===== config.mk =====
export PLATFORM = sky130hd
export DESIGN_NAME = text_line_hasher
export DESIGN_NICKNAME = d
export VERILOG_FILES = /design/src/rtl/core/tlh_pkg.sv /design/src/rtl/core/tlh_line_core.sv /design/src/rtl/core/tlh_result_queue.sv /design/src/rtl/core/text_line_hasher.sv
export SDC_FILE = /design/constraint.sdc
export NUM_CORES = 1
export LEC_CHECK = 0
export ABC_AREA = 1
export ABC_CLOCK_PERIOD_IN_PS = 8600
export BUFFER_PORTS_ARGS = -buffer_cell sky130_fd_sc_hd__buf_2
export CAP_MARGIN = 5
export CORE_ASPECT_RATIO = 1.25
export CORE_MARGIN = 4
export CORE_UTILIZATION = 55
export CTS_CLUSTER_SIZE = 28
export DETAILED_ROUTE_END_ITERATION = 7
export PLACE_DENSITY = 0.72
export SLEW_MARGIN = 20
export SYNTH_ARGS = -nofsm -noshare
export SYNTH_HDL_FRONTEND = slang
export SYNTH_HIERARCHICAL = 1
export SYNTH_SLANG_ARGS = --single-unit

===== constraint.sdc =====
create_clock -name i_clk -period 8.6 [get_ports i_clk]
set_clock_uncertainty 0.2 [all_clocks]
set_input_delay 1.72 -clock i_clk [delete_from_list [all_inputs] [get_ports i_clk]]
set_output_delay 1.72 -clock i_clk [all_outputs]
set_load 0.01 [all_outputs]

===== src/rtl/core/tlh_pkg.sv =====
`timescale 1ns / 1ps
`default_nettype none
// ----------------------------------------------------------------------------
// tlh_pkg
// Shared codes, byte constants and control types of the text line hasher.
// ----------------------------------------------------------------------------
package tlh_pkg;

    localparam int unsigned KEY_W = 32;

    // Input operation codes
    localparam logic OP_BYTE = 1'b0;
    localparam logic OP_END  = 1'b1;

    // Result kinds
    localparam logic KIND_LINE    = 1'b0;
    localparam logic KIND_SUMMARY = 1'b1;

    // Byte values of interest
    localparam logic [7:0] BYTE_NUL = 8'h00;
    localparam logic [7:0] BYTE_TAB = 8'h09;
    localparam logic [7:0] BYTE_NL  = 8'h0A;
    localparam logic [7:0] BYTE_VT  = 8'h0B;
    localparam logic [7:0] BYTE_FF  = 8'h0C;
    localparam logic [7:0] BYTE_CR  = 8'h0D;
    localparam logic [7:0] BYTE_SP  = 8'h20;

    // Result queue geometry
    localparam int unsigned QUEUE_DEPTH = 4;
    localparam int unsigned QPTR_W      = 2;
    localparam int unsigned QCNT_W      = 3;

    // Pushes from the line core into the result queue
    typedef struct packed {
        logic push_a;   // first slot: line record
        logic push_b;   // second slot: end-of-text summary
    } t_push_ctl;

    function automatic logic is_trim_space(input logic [7:0] b);
        return (b == BYTE_SP) || (b == BYTE_TAB) || (b == BYTE_VT) ||
               (b == BYTE_FF) || (b == BYTE_CR);
    endfunction

endpackage
`default_nettype wire


===== src/rtl/core/tlh_line_core.sv =====
`timescale 1ns / 1ps
`default_nettype none
// ----------------------------------------------------------------------------
// tlh_line_core
// Input register, line state and one-pass hash/trim update; builds records.
// ----------------------------------------------------------------------------
module tlh_line_core
    import tlh_pkg::*;
#(
    parameter int unsigned LENGTH_BITS = 13,
    parameter int unsigned COUNT_BITS  = 16,
    localparam int unsigned REC_W = 1 + KEY_W + LENGTH_BITS + COUNT_BITS + 1 + 1
) (
    input  wire logic             i_clk,
    input  wire logic             i_rst_n,
    input  wire logic             i_valid,
    output logic                  o_ready,
    input  wire logic             i_op,
    input  wire logic [7:0]       i_text_byte,
    input  wire logic             i_room,
    output t_push_ctl             o_push,
    output logic [REC_W-1:0]      o_rec_a,
    output logic [REC_W-1:0]      o_rec_b
);

    localparam int unsigned RAW_W = LENGTH_BITS + 1;

    logic                   r_in_valid;
    logic                   r_in_op;
    logic [7:0]             r_in_byte;

    logic [KEY_W-1:0]       r_run_hash, n_run_hash;
    logic [KEY_W-1:0]       r_com_hash, n_com_hash;
    logic [RAW_W-1:0]       r_raw_len,  n_raw_len;
    logic [LENGTH_BITS-1:0] r_kept_len, n_kept_len;
    logic [COUNT_BITS-1:0]  r_count,    n_count;
    logic                   r_bin,      n_bin;

    logic                   process;
    logic [KEY_W-1:0]       byte_sext;
    logic [KEY_W-1:0]       hash_upd;
    logic [RAW_W-1:0]       raw_upd;
    logic                   over;
    logic [COUNT_BITS-1:0]  count_inc;
    logic [KEY_W-1:0]       line_key;
    logic                   need_line;

    assign process = r_in_valid && i_room;
    assign o_ready = !r_in_valid || i_room;

    assign byte_sext = {{(KEY_W-8){r_in_byte[7]}}, r_in_byte};
    assign hash_upd  = r_run_hash ^ (r_run_hash << 2) ^ byte_sext;
    assign raw_upd   = (&r_raw_len) ? r_raw_len : r_raw_len + RAW_W'(1);
    assign over      = raw_upd[LENGTH_BITS];
    assign count_inc = (&r_count) ? r_count : r_count + COUNT_BITS'(1);
    assign line_key  = {r_com_hash[KEY_W-LENGTH_BITS-1:0], r_kept_len};
    assign need_line = (r_raw_len != '0) || (r_count == '0);

    always_comb begin
        n_run_hash = r_run_hash;
        n_com_hash = r_com_hash;
        n_raw_len  = r_raw_len;
        n_kept_len = r_kept_len;
        n_count    = r_count;
        n_bin      = r_bin;
        o_push     = '{push_a: 1'b0, push_b: 1'b0};
        o_rec_a    = {KIND_LINE, line_key, r_kept_len, r_count, r_bin, 1'b1};
        o_rec_b    = {KIND_SUMMARY, {KEY_W{1'b0}}, {LENGTH_BITS{1'b0}},
                      need_line ? count_inc : r_count, r_bin, 1'b1};
        if (process) begin
            if (r_in_op == OP_END) begin
                // Flush pending line (or the lone empty line), then summary
                o_push.push_a = need_line;
                o_push.push_b = 1'b1;
                o_rec_a[0]    = 1'b0;
                n_run_hash    = '0;
                n_com_hash    = '0;
                n_raw_len     = '0;
                n_kept_len    = '0;
                n_count       = '0;
                n_bin         = 1'b0;
            end else if (r_in_byte == BYTE_NL) begin
                o_push.push_a = 1'b1;
                n_count       = count_inc;
                n_run_hash    = '0;
                n_com_hash    = '0;
                n_raw_len     = '0;
                n_kept_len    = '0;
            end else begin
                n_run_hash = hash_upd;
                n_raw_len  = raw_upd;
                if ((r_in_byte == BYTE_NUL) || over) begin
                    n_bin = 1'b1;
                end
                if (!is_trim_space(r_in_byte)) begin
                    n_com_hash = hash_upd;
                    n_kept_len = over ? {LENGTH_BITS{1'b1}} : raw_upd[LENGTH_BITS-1:0];
                end
            end
        end
    end

    always_ff @(posedge i_clk) begin
        if (!i_rst_n) begin
            r_in_valid <= 1'b0;
            r_run_hash <= '0;
            r_com_hash <= '0;
            r_raw_len  <= '0;
            r_kept_len <= '0;
            r_count    <= '0;
            r_bin      <= 1'b0;
        end else begin
            if (o_ready) begin
                r_in_valid <= i_valid;
            end
            r_run_hash <= n_run_hash;
            r_com_hash <= n_com_hash;
            r_raw_len  <= n_raw_len;
            r_kept_len <= n_kept_len;
            r_count    <= n_count;
            r_bin      <= n_bin;
        end
    end

    always_ff @(posedge i_clk) begin
        if (o_ready && i_valid) begin
            r_in_op   <= i_op;
            r_in_byte <= i_text_byte;
        end
    end

endmodule
`default_nettype wire


===== src/rtl/core/tlh_result_queue.sv =====
`timescale 1ns / 1ps
`default_nettype none
// ----------------------------------------------------------------------------
// tlh_result_queue
// Small result queue: up to two pushes and one pop per cycle.
// ----------------------------------------------------------------------------
module tlh_result_queue
    import tlh_pkg::*;
#(
    parameter int unsigned WIDTH = 64
) (
    input  wire logic             i_clk,
    input  wire logic             i_rst_n,
    input  wire t_push_ctl        i_push,
    input  wire logic [WIDTH-1:0] i_rec_a,
    input  wire logic [WIDTH-1:0] i_rec_b,
    output logic                  o_room,
    output logic                  o_valid,
    input  wire logic             i_ready,
    output logic [WIDTH-1:0]      o_rec
);

    logic [WIDTH-1:0]  r_mem [QUEUE_DEPTH];
    logic [QPTR_W-1:0] r_wr_ptr, r_rd_ptr;
    logic [QCNT_W-1:0] r_count;
    logic [QPTR_W-1:0] wr_b;
    logic              pop;

    assign o_valid = (r_count != '0);
    assign o_rec   = r_mem[r_rd_ptr];
    assign pop     = o_valid && i_ready;
    // Leave space for the worst case of two pushes
    assign o_room  = (r_count <= QCNT_W'(QUEUE_DEPTH - 2));
    assign wr_b    = r_wr_ptr + QPTR_W'(i_push.push_a);

    always_ff @(posedge i_clk) begin
        if (!i_rst_n) begin
            r_wr_ptr <= '0;
            r_rd_ptr <= '0;
            r_count  <= '0;
        end else begin
            r_wr_ptr <= r_wr_ptr + QPTR_W'(i_push.push_a) + QPTR_W'(i_push.push_b);
            r_rd_ptr <= r_rd_ptr + QPTR_W'(pop);
            r_count  <= r_count + QCNT_W'(i_push.push_a) + QCNT_W'(i_push.push_b)
                        - QCNT_W'(pop);
        end
    end

    always_ff @(posedge i_clk) begin
        if (i_push.push_a) begin
            r_mem[r_wr_ptr] <= i_rec_a;
        end
        if (i_push.push_b) begin
            r_mem[wr_b] <= i_rec_b;
        end
    end

endmodule
`default_nettype wire


===== src/rtl/core/text_line_hasher.sv =====
`timescale 1ns / 1ps
`default_nettype none
// ----------------------------------------------------------------------------
// text_line_hasher
// Splits a byte stream into lines and emits one hashed key per line.
// ----------------------------------------------------------------------------
// Usage:
//   Input channel (i_valid/o_ready) carries one transfer per text byte
//   (i_op = byte) or an end-of-text marker (i_op = end). Output channel
//   (o_valid/i_ready) carries line records and the end-of-text summary.
//   A newline gives one record; end of text gives the pending line (or one
//   empty line for empty text) followed by a summary with the line count.
//   The final result caused by an input transfer has o_last set.
// Timing:
//   One input transfer per cycle while the queue has room. A result is
//   presented once its input transfer has passed the input register: the item
//   sits in the input register and goes through the hash/trim update into
//   the result queue. End of text gives two results; the four-entry
//   queue absorbs them and input is held off only when fewer than two slots
//   are free.
// Reset:
//   Clears hash, lengths, line count, binary flag and the queue; the next
//   byte starts a new text.
// Stall:
//   When i_ready is low results wait in the queue; once it cannot take the
//   worst case of two more results, o_ready drops and the input holds.
// ----------------------------------------------------------------------------
module text_line_hasher
    import tlh_pkg::*;
#(
    parameter int unsigned LENGTH_BITS = 13,
    parameter int unsigned COUNT_BITS  = 16
) (
    input  wire logic                   i_clk,
    input  wire logic                   i_rst_n,
    input  wire logic                   i_valid,
    output logic                        o_ready,
    input  wire logic                   i_op,
    input  wire logic [7:0]             i_text_byte,
    output logic                        o_valid,
    input  wire logic                   i_ready,
    output logic                        o_kind,
    output logic [KEY_W-1:0]            o_line_key,
    output logic [LENGTH_BITS-1:0]      o_trimmed_length,
    output logic [COUNT_BITS-1:0]       o_line_number,
    output logic                        o_binary_text,
    output logic                        o_last
);

    localparam int unsigned REC_W = 1 + KEY_W + LENGTH_BITS + COUNT_BITS + 1 + 1;

    t_push_ctl        push;
    logic [REC_W-1:0] rec_a;
    logic [REC_W-1:0] rec_b;
    logic [REC_W-1:0] rec_out;
    logic             room;

    // Input register plus line state: one byte per cycle while the queue has room
    tlh_line_core #(
        .LENGTH_BITS (LENGTH_BITS),
        .COUNT_BITS  (COUNT_BITS)
    ) u_core (
        .i_clk       (i_clk),
        .i_rst_n     (i_rst_n),
        .i_valid     (i_valid),
        .o_ready     (o_ready),
        .i_op        (i_op),
        .i_text_byte (i_text_byte),
        .i_room      (room),
        .o_push      (push),
        .o_rec_a     (rec_a),
        .o_rec_b     (rec_b)
    );

    // Hold results until the receiver takes them
    tlh_result_queue #(
        .WIDTH (REC_W)
    ) u_queue (
        .i_clk   (i_clk),
        .i_rst_n (i_rst_n),
        .i_push  (push),
        .i_rec_a (rec_a),
        .i_rec_b (rec_b),
        .o_room  (room),
        .o_valid (o_valid),
        .i_ready (i_ready),
        .o_rec   (rec_out)
    );

    // Unpack {kind, key, length, number, binary, last}
    assign {o_kind, o_line_key, o_trimmed_length, o_line_number,
            o_binary_text, o_last} = rec_out;

endmodule
`default_nettype wire

### Yosys cells after proc, flatten, opt, wreduce, memory -nomap -nowiden

Memories as Yosys holds them, arrays and structs flattened. A register that Yosys moved wholly into a read port is not among the register bits.
Index checks and enable logic that the tools add are counted.

| storage, ports and cells | value |
|---|---|
| bits in read-only memories | 0 |
| memories kept | 1 |
| register bits | 112 |
| output and inout bits | 66 |
| latch bits | 0 |
| input port bits | 13 |
| logic and storage cells | 84 |
| RAM bits | 256 |

Memories:

| memory | words | bits a word | rd ports | clocked after Yosys merged registers in | write ports | line | source |
|---|---|---|---|---|---|---|---|
| u_queue.r_mem | 4 | 64 | 1 | 1 | 2 | tlh_result_queue.sv:23 | `logic [WIDTH-1:0] r_mem [QUEUE_DEPTH];` |

| cells by class | value |
|---|---|
| magnitude comparators | 1 |
| div/mod/pow operators | 0 |
| shift operators | 0 |
| add/sub/neg operators | 8 |
| mux-type cells | 30 |
| multiply operators | 0 |
| bitwise logic cells | 2 |
| equal/unequal tests | 8 |
| reductions and logical operators | 22 |

Operators by type and width:

| kind | number |
|---|---|
| 16-bit 2-to-1 mux | 4 |
| 32-bit 2-to-1 mux | 2 |
| 32-bit bitwise XOR | 2 |
| 19-bit 2-to-1 mux | 3 |
| 13-bit 2-to-1 mux | 4 |
| 14-bit 2-to-1 mux | 3 |
| 8-bit by 4-bit == test with 1-bit output (second input constant) | 5 |
| 16-bit by 1-bit adder with 16-bit output (second input constant) | 1 |
| 16-bit logical NOT | 1 |
| 16-bit AND reduction | 1 |
| 14-bit by 1-bit adder with 14-bit output (second input constant) | 1 |
| 14-bit AND reduction | 1 |
| 14-bit nonzero test | 1 |
| 1-bit 2-to-1 mux | 12 |
| 8-bit by 6-bit == test with 1-bit output (second input constant) | 1 |
| 8-bit logical NOT | 1 |
| 1-bit logical OR | 7 |
| 2-bit by 1-bit adder with 2-bit output | 3 |
| 3-bit by 1-bit adder with 3-bit output | 2 |
| 2-bit 2-to-1 mux | 2 |
| 2-bit AND reduction | 2 |
| 2-bit nonzero test | 2 |
| 3-bit by 2-bit less-or-equal comparator with 1-bit output (second input constant) | 1 |
| 1-bit logical AND | 3 |
| other kinds (6) | 6 |

### Longest topological paths before layout

| logic depth | value |
|---|---|
| word-level depth | 8 |
| mapped depth | 16 |
| depth with buffers taken out | 14 |

### By module

The synthesis kept the hierarchy.

By module, submodules not included:

| module | cells an instance | area each (µm²) | seq. area each (µm²) | instances |
|---|---|---|---|---|
| tlh_result_queue | 1663 | 14128.6 | 7827.5 | 1 |
| tlh_line_core | 764 | 5447.7 | 1931.9 | 1 |

### Worst setup path after synthesis

OpenSTA, ideal clock, no wires.

| timing | value |
|---|---|
| kind | reg-to-reg |
| start | register u_core.r_in_byte[7] |
| end | memory u_queue.r_mem[0][0], enable pin |
| path buffers | 1 |
| path slack | 1.473 ns |
| arrival time | 6.353 ns |
| stages on the path, launching flop included | 12 |
| setup time | 0.574 ns |
| period minus slack after synthesis | 7.127 ns |
| data required time | 7.826 ns |
| cells stage by stage | edfxtp_1 > inv_2 > nand2_1 > nor2_1 > nand3_1 > nand2_2 > nand2_4 > buf_2 > a31oi_1 > inv_1 > or2_2 > o21ai_0 |

RTL lines:

| element | line | source |
|---|---|---|
| start, declared | tlh_line_core.sv:30 | `logic [7:0] r_in_byte;` |
| start signal, assigned | tlh_line_core.sv:128 | `r_in_byte <= i_text_byte;` |
| end, declared | tlh_result_queue.sv:23 |  |

==> summary.md <==
| Metric | Value |
|---|---|
| RSZ-0062 raised after global routing | `false` |
| Maximum vdd drop | `140 uV` |
| Yosys top cell by area | `edfxtp_1` |
| CP required | `8.55 ns` |
| Most common cell in the synthesized netlist | `nand2_1` |
| GRT Max-Usage Layer | `met2` |
| Worst-Skew Late Latency | `0.54 ns` |
| Fmax | `0.190 GHz` |
| CTS tree | `yes` |
| Synth top area share | `0.406` |
| Sequential Power Share | `0.429` |
| FILL cells | `3134` |
| Antenna violations before repair | `0` |
| Max-cap viol count | `0` |
| LEAKAGE | `0.00889 uW` |
| Crit path DAT | `5.21 ns` |
| Startpoint types | `flop` |
| Detail Route Antenna Nets | `0` |
| Drt initial violations | `1698` |
| Final Hold Fails | `0` |
| Core Box Area | `0.0353 mm2` |
| Drt drc | `0` |
| Met3 GRT Util | `0.0369` |
| Met2 usage | `0.420` |
| Mean area per synthesized cell | `8.07 um2` |
| Routed vias | `16030` |
| Post-synthesis sequential area ratio | `0.499` |
| Clock Power Share | `0.313` |
| Starting Density | `0.555` |
| Synth Register Bits | `355` |
| Hold Startpoint | `u_core/r_run_hash[17]` |
| CP Cell Sequence | `inv_1 > ha_1 > a31o_2 > nand2_1 > buf_4 > inv_2 > nand2_4 > a31oi_1 > ha_1 > nor2_4 > buf_4 > nand3_2 > buf_4 > o21ai_4 > buf_4` |
| Fin crit period | `5.27 ns` |
| Maximum fanout along the worst path | `65` |
| Setup bufs post-CTS | `0` |
| H-Tree Depth | `2` |
| Int Pwr | `3310 uW` |
| Yosys cell types | `41` |
| Pwr Density | `240 mW/mm2` |
| Ys flop type | `edfxtp_1` |
| Sw frac | `0.338` |
| Num rows | `77` |
| Critical Path Source | `u_queue/r_count[1]` |
| Layout Nets | `2411` |
| Top cells by count, synth | `nand2_1, nand3_1, edfxtp_1` |
| Setup TNS | `0 ns` |
| EDFF count, synth | `265` |
| Critical R2R Launch | `u_queue/r_count[1]` |
| GPL Wtd Cong | `0.890` |
| CTS root buf | `clkbuf_16` |
| Post-CTS Hold Buffers | `0` |
| Worst min-delay path class | `flop to flop` |
| Via/cell ratio | `5.55` |
| Psw | `1680 uW` |
| Slew headroom | `0.265` |
| Crit end category | `flop` |
| Status | `completed` |
| Clk sinks | `355` |
| CTS Buffer Depth | `3` |
| Setup violations, final | `0` |
| DRT Pass-1 Iters | `5` |
| Final Max Slew Viols | `0` |
| M1 GR Usage | `0.324` |
| Post-Syn Area | `0.0196 mm2` |
| Width of the die | `177 um` |
| Die height | `219 um` |
| Post-CTS Resized | `0` |
| Post-Syn Instances | `2427` |
| Final wirelength | `48700 um` |
| CP most frequent cell | `buf_4` |
| Cts bufs inserted | `37` |
| Worst Tran Pin Value | `1.10 ns` |
| Total track usage | `0.247` |
| Layout overhead on the synthesized area | `6.20%` |
| Die area | `0.0387 mm2` |
| Synth warn | `6` |
| Largest net degree at the start of global routing | `117` |
| Synth top area cells | `edfxtp_1, nand2_1, dfxtp_1` |
| DP Wirelength | `27700 um` |
| Crit Path Class | `flop to flop` |
| Final design utilization | `0.590` |
| I/O Buffers | `78` |
| Clk slew on worst S/H paths | `0.06 ns` |
| Vias in the first global route | `14963` |
| Final period util | `0.613` |
| Slowest CP cell | `buf_4` |
| Worst path max stage delay | `0.81 ns` |
| Grt ovf | `0` |
| Synth async-reset ratio | `0` |
| Top Ports | `79` |
| Layout cell share with drive strength beyond 1 | `0.0845` |
| Logic gate share of total power | `0.258` |
| First-pass GRT wire length | `77000 um` |
| WL/cell | `16.9 um` |
[layout make-up]
type | instances | area (um2) | area share
sequential | 355 | 9770 | 0.470
multi-input combinational | 1699 | 7990 | 0.384
clock buffer | 49 | 1020 | 0.0492
inverter | 199 | 748 | 0.0360
tap | 474 | 593 | 0.0285
timing repair buffer | 95 | 518 | 0.0249
clock inverter | 17 | 146 | 0.00704
antenna | 1 | 2.50 | 0.000120
[worst paths after layout]
| path | slack (ns) | endpoint | depth (start not counted) |
|---|---|---|---|
| setup / recovery | 3.33 | u_queue/r_mem[0][44] | 15 |
| hold / removal | 0.28 | u_core/r_run_hash[17] | 2 |
| setup reg to reg | 3.33 | u_queue/r_mem[0][44] | 15 |
| hold reg to reg | 0.28 | u_core/r_run_hash[17] | 2 |
[placed cells by master (no fill, tap or decap), types with 17 or more instances in the layout]
cell type,instances
o211ai_1,64
o21ai_1,30
nor2_1,67
xor2_1,27
conb_1,48
clkbuf_16,39
nand3_1,329
inv_1,186
buf_4,17
o21ai_0,70
xnor2_1,21
edfxtp_1,265
nand2_1,836
buf_2,78
dfxtp_1,88
a21oi_1,124
[state kept, by name, summed over array words and instances (netlist names)]
name / flops
u_core/r_bin: 1
u_core/r_in_op: 1
u_core/r_in_byte: 8
u_core/r_count: 16
u_queue/r_wr_ptr: 2
u_core/r_raw_len: 14
u_core/r_com_hash: 19
u_core/r_kept_len: 13
u_core/r_run_hash: 19
u_queue/r_rd_ptr: 2
u_queue/r_count: 3
u_core/r_in_valid: 1
u_queue/r_mem: 256
[power groups by stage]
stage	clock network (uW)	registers [uW]	logic, uW
floorplan	0	2100	963
global placement	0	2170	1270
detailed placement	0	2170	1290
CTS	1590	2140	1300
global route	1670	2160	1430
finish	1560	2140	1290
[through the flow]
stage / std cells / total power [uW] / cell area (um2) / worst slack (ns) / hold slack, ns
finish: 2889 / 4990 / 20800 / 3.33 / 0.278
global route: 2888 / 5260 / 20800 / 2.97 / 0.308
CTS: 2888 / 5020 / 20800 / 3.30 / 0.284
detailed placement: 2822 / 3470 / 19600 / 3.33 / 0.275
global placement: 2822 / 3440 / 19600 / 3.41 / 0.268
floorplan: 2473 / 3060 / 19700 / 1.47 / 0.259
[worst max-delay path, delay by kind of cell, from the launching register on]
| kind | cells | cell delay (ns) |
|---|---|---|
| adders and majority gates | 2 | 0.60 |
| DFF | 1 | 0.33 |
| buffers and inverters | 6 | 2.41 |
| AOI/OAI and AO/OA | 3 | 0.53 |
| and+or+nand+nor | 4 | 0.71 |
[per-layer routing]
layer,routed length [um],part of all wire
met5,0,0
met4,1180,0.024
met3,4270,0.088
met2,23700,0.49
met1,19600,0.40
[cell families (layout without fill, tap and decap cells)]
| group | Yosys count | after routing | synth area share |
|---|---|---|---|
| other cells | 2 | 49 | 0.000384 |
| compound gates | 309 | 309 | 0.0901 |
| buf+inv | 419 | 360 | 0.106 |
| xor+xnor | 48 | 48 | 0.0215 |
| flops | 355 | 355 | 0.499 |
| simple gates | 1283 | 1283 | 0.276 |
| fa+ha+maj | 11 | 11 | 0.00780 |
(Power assumes the default switching activity.)
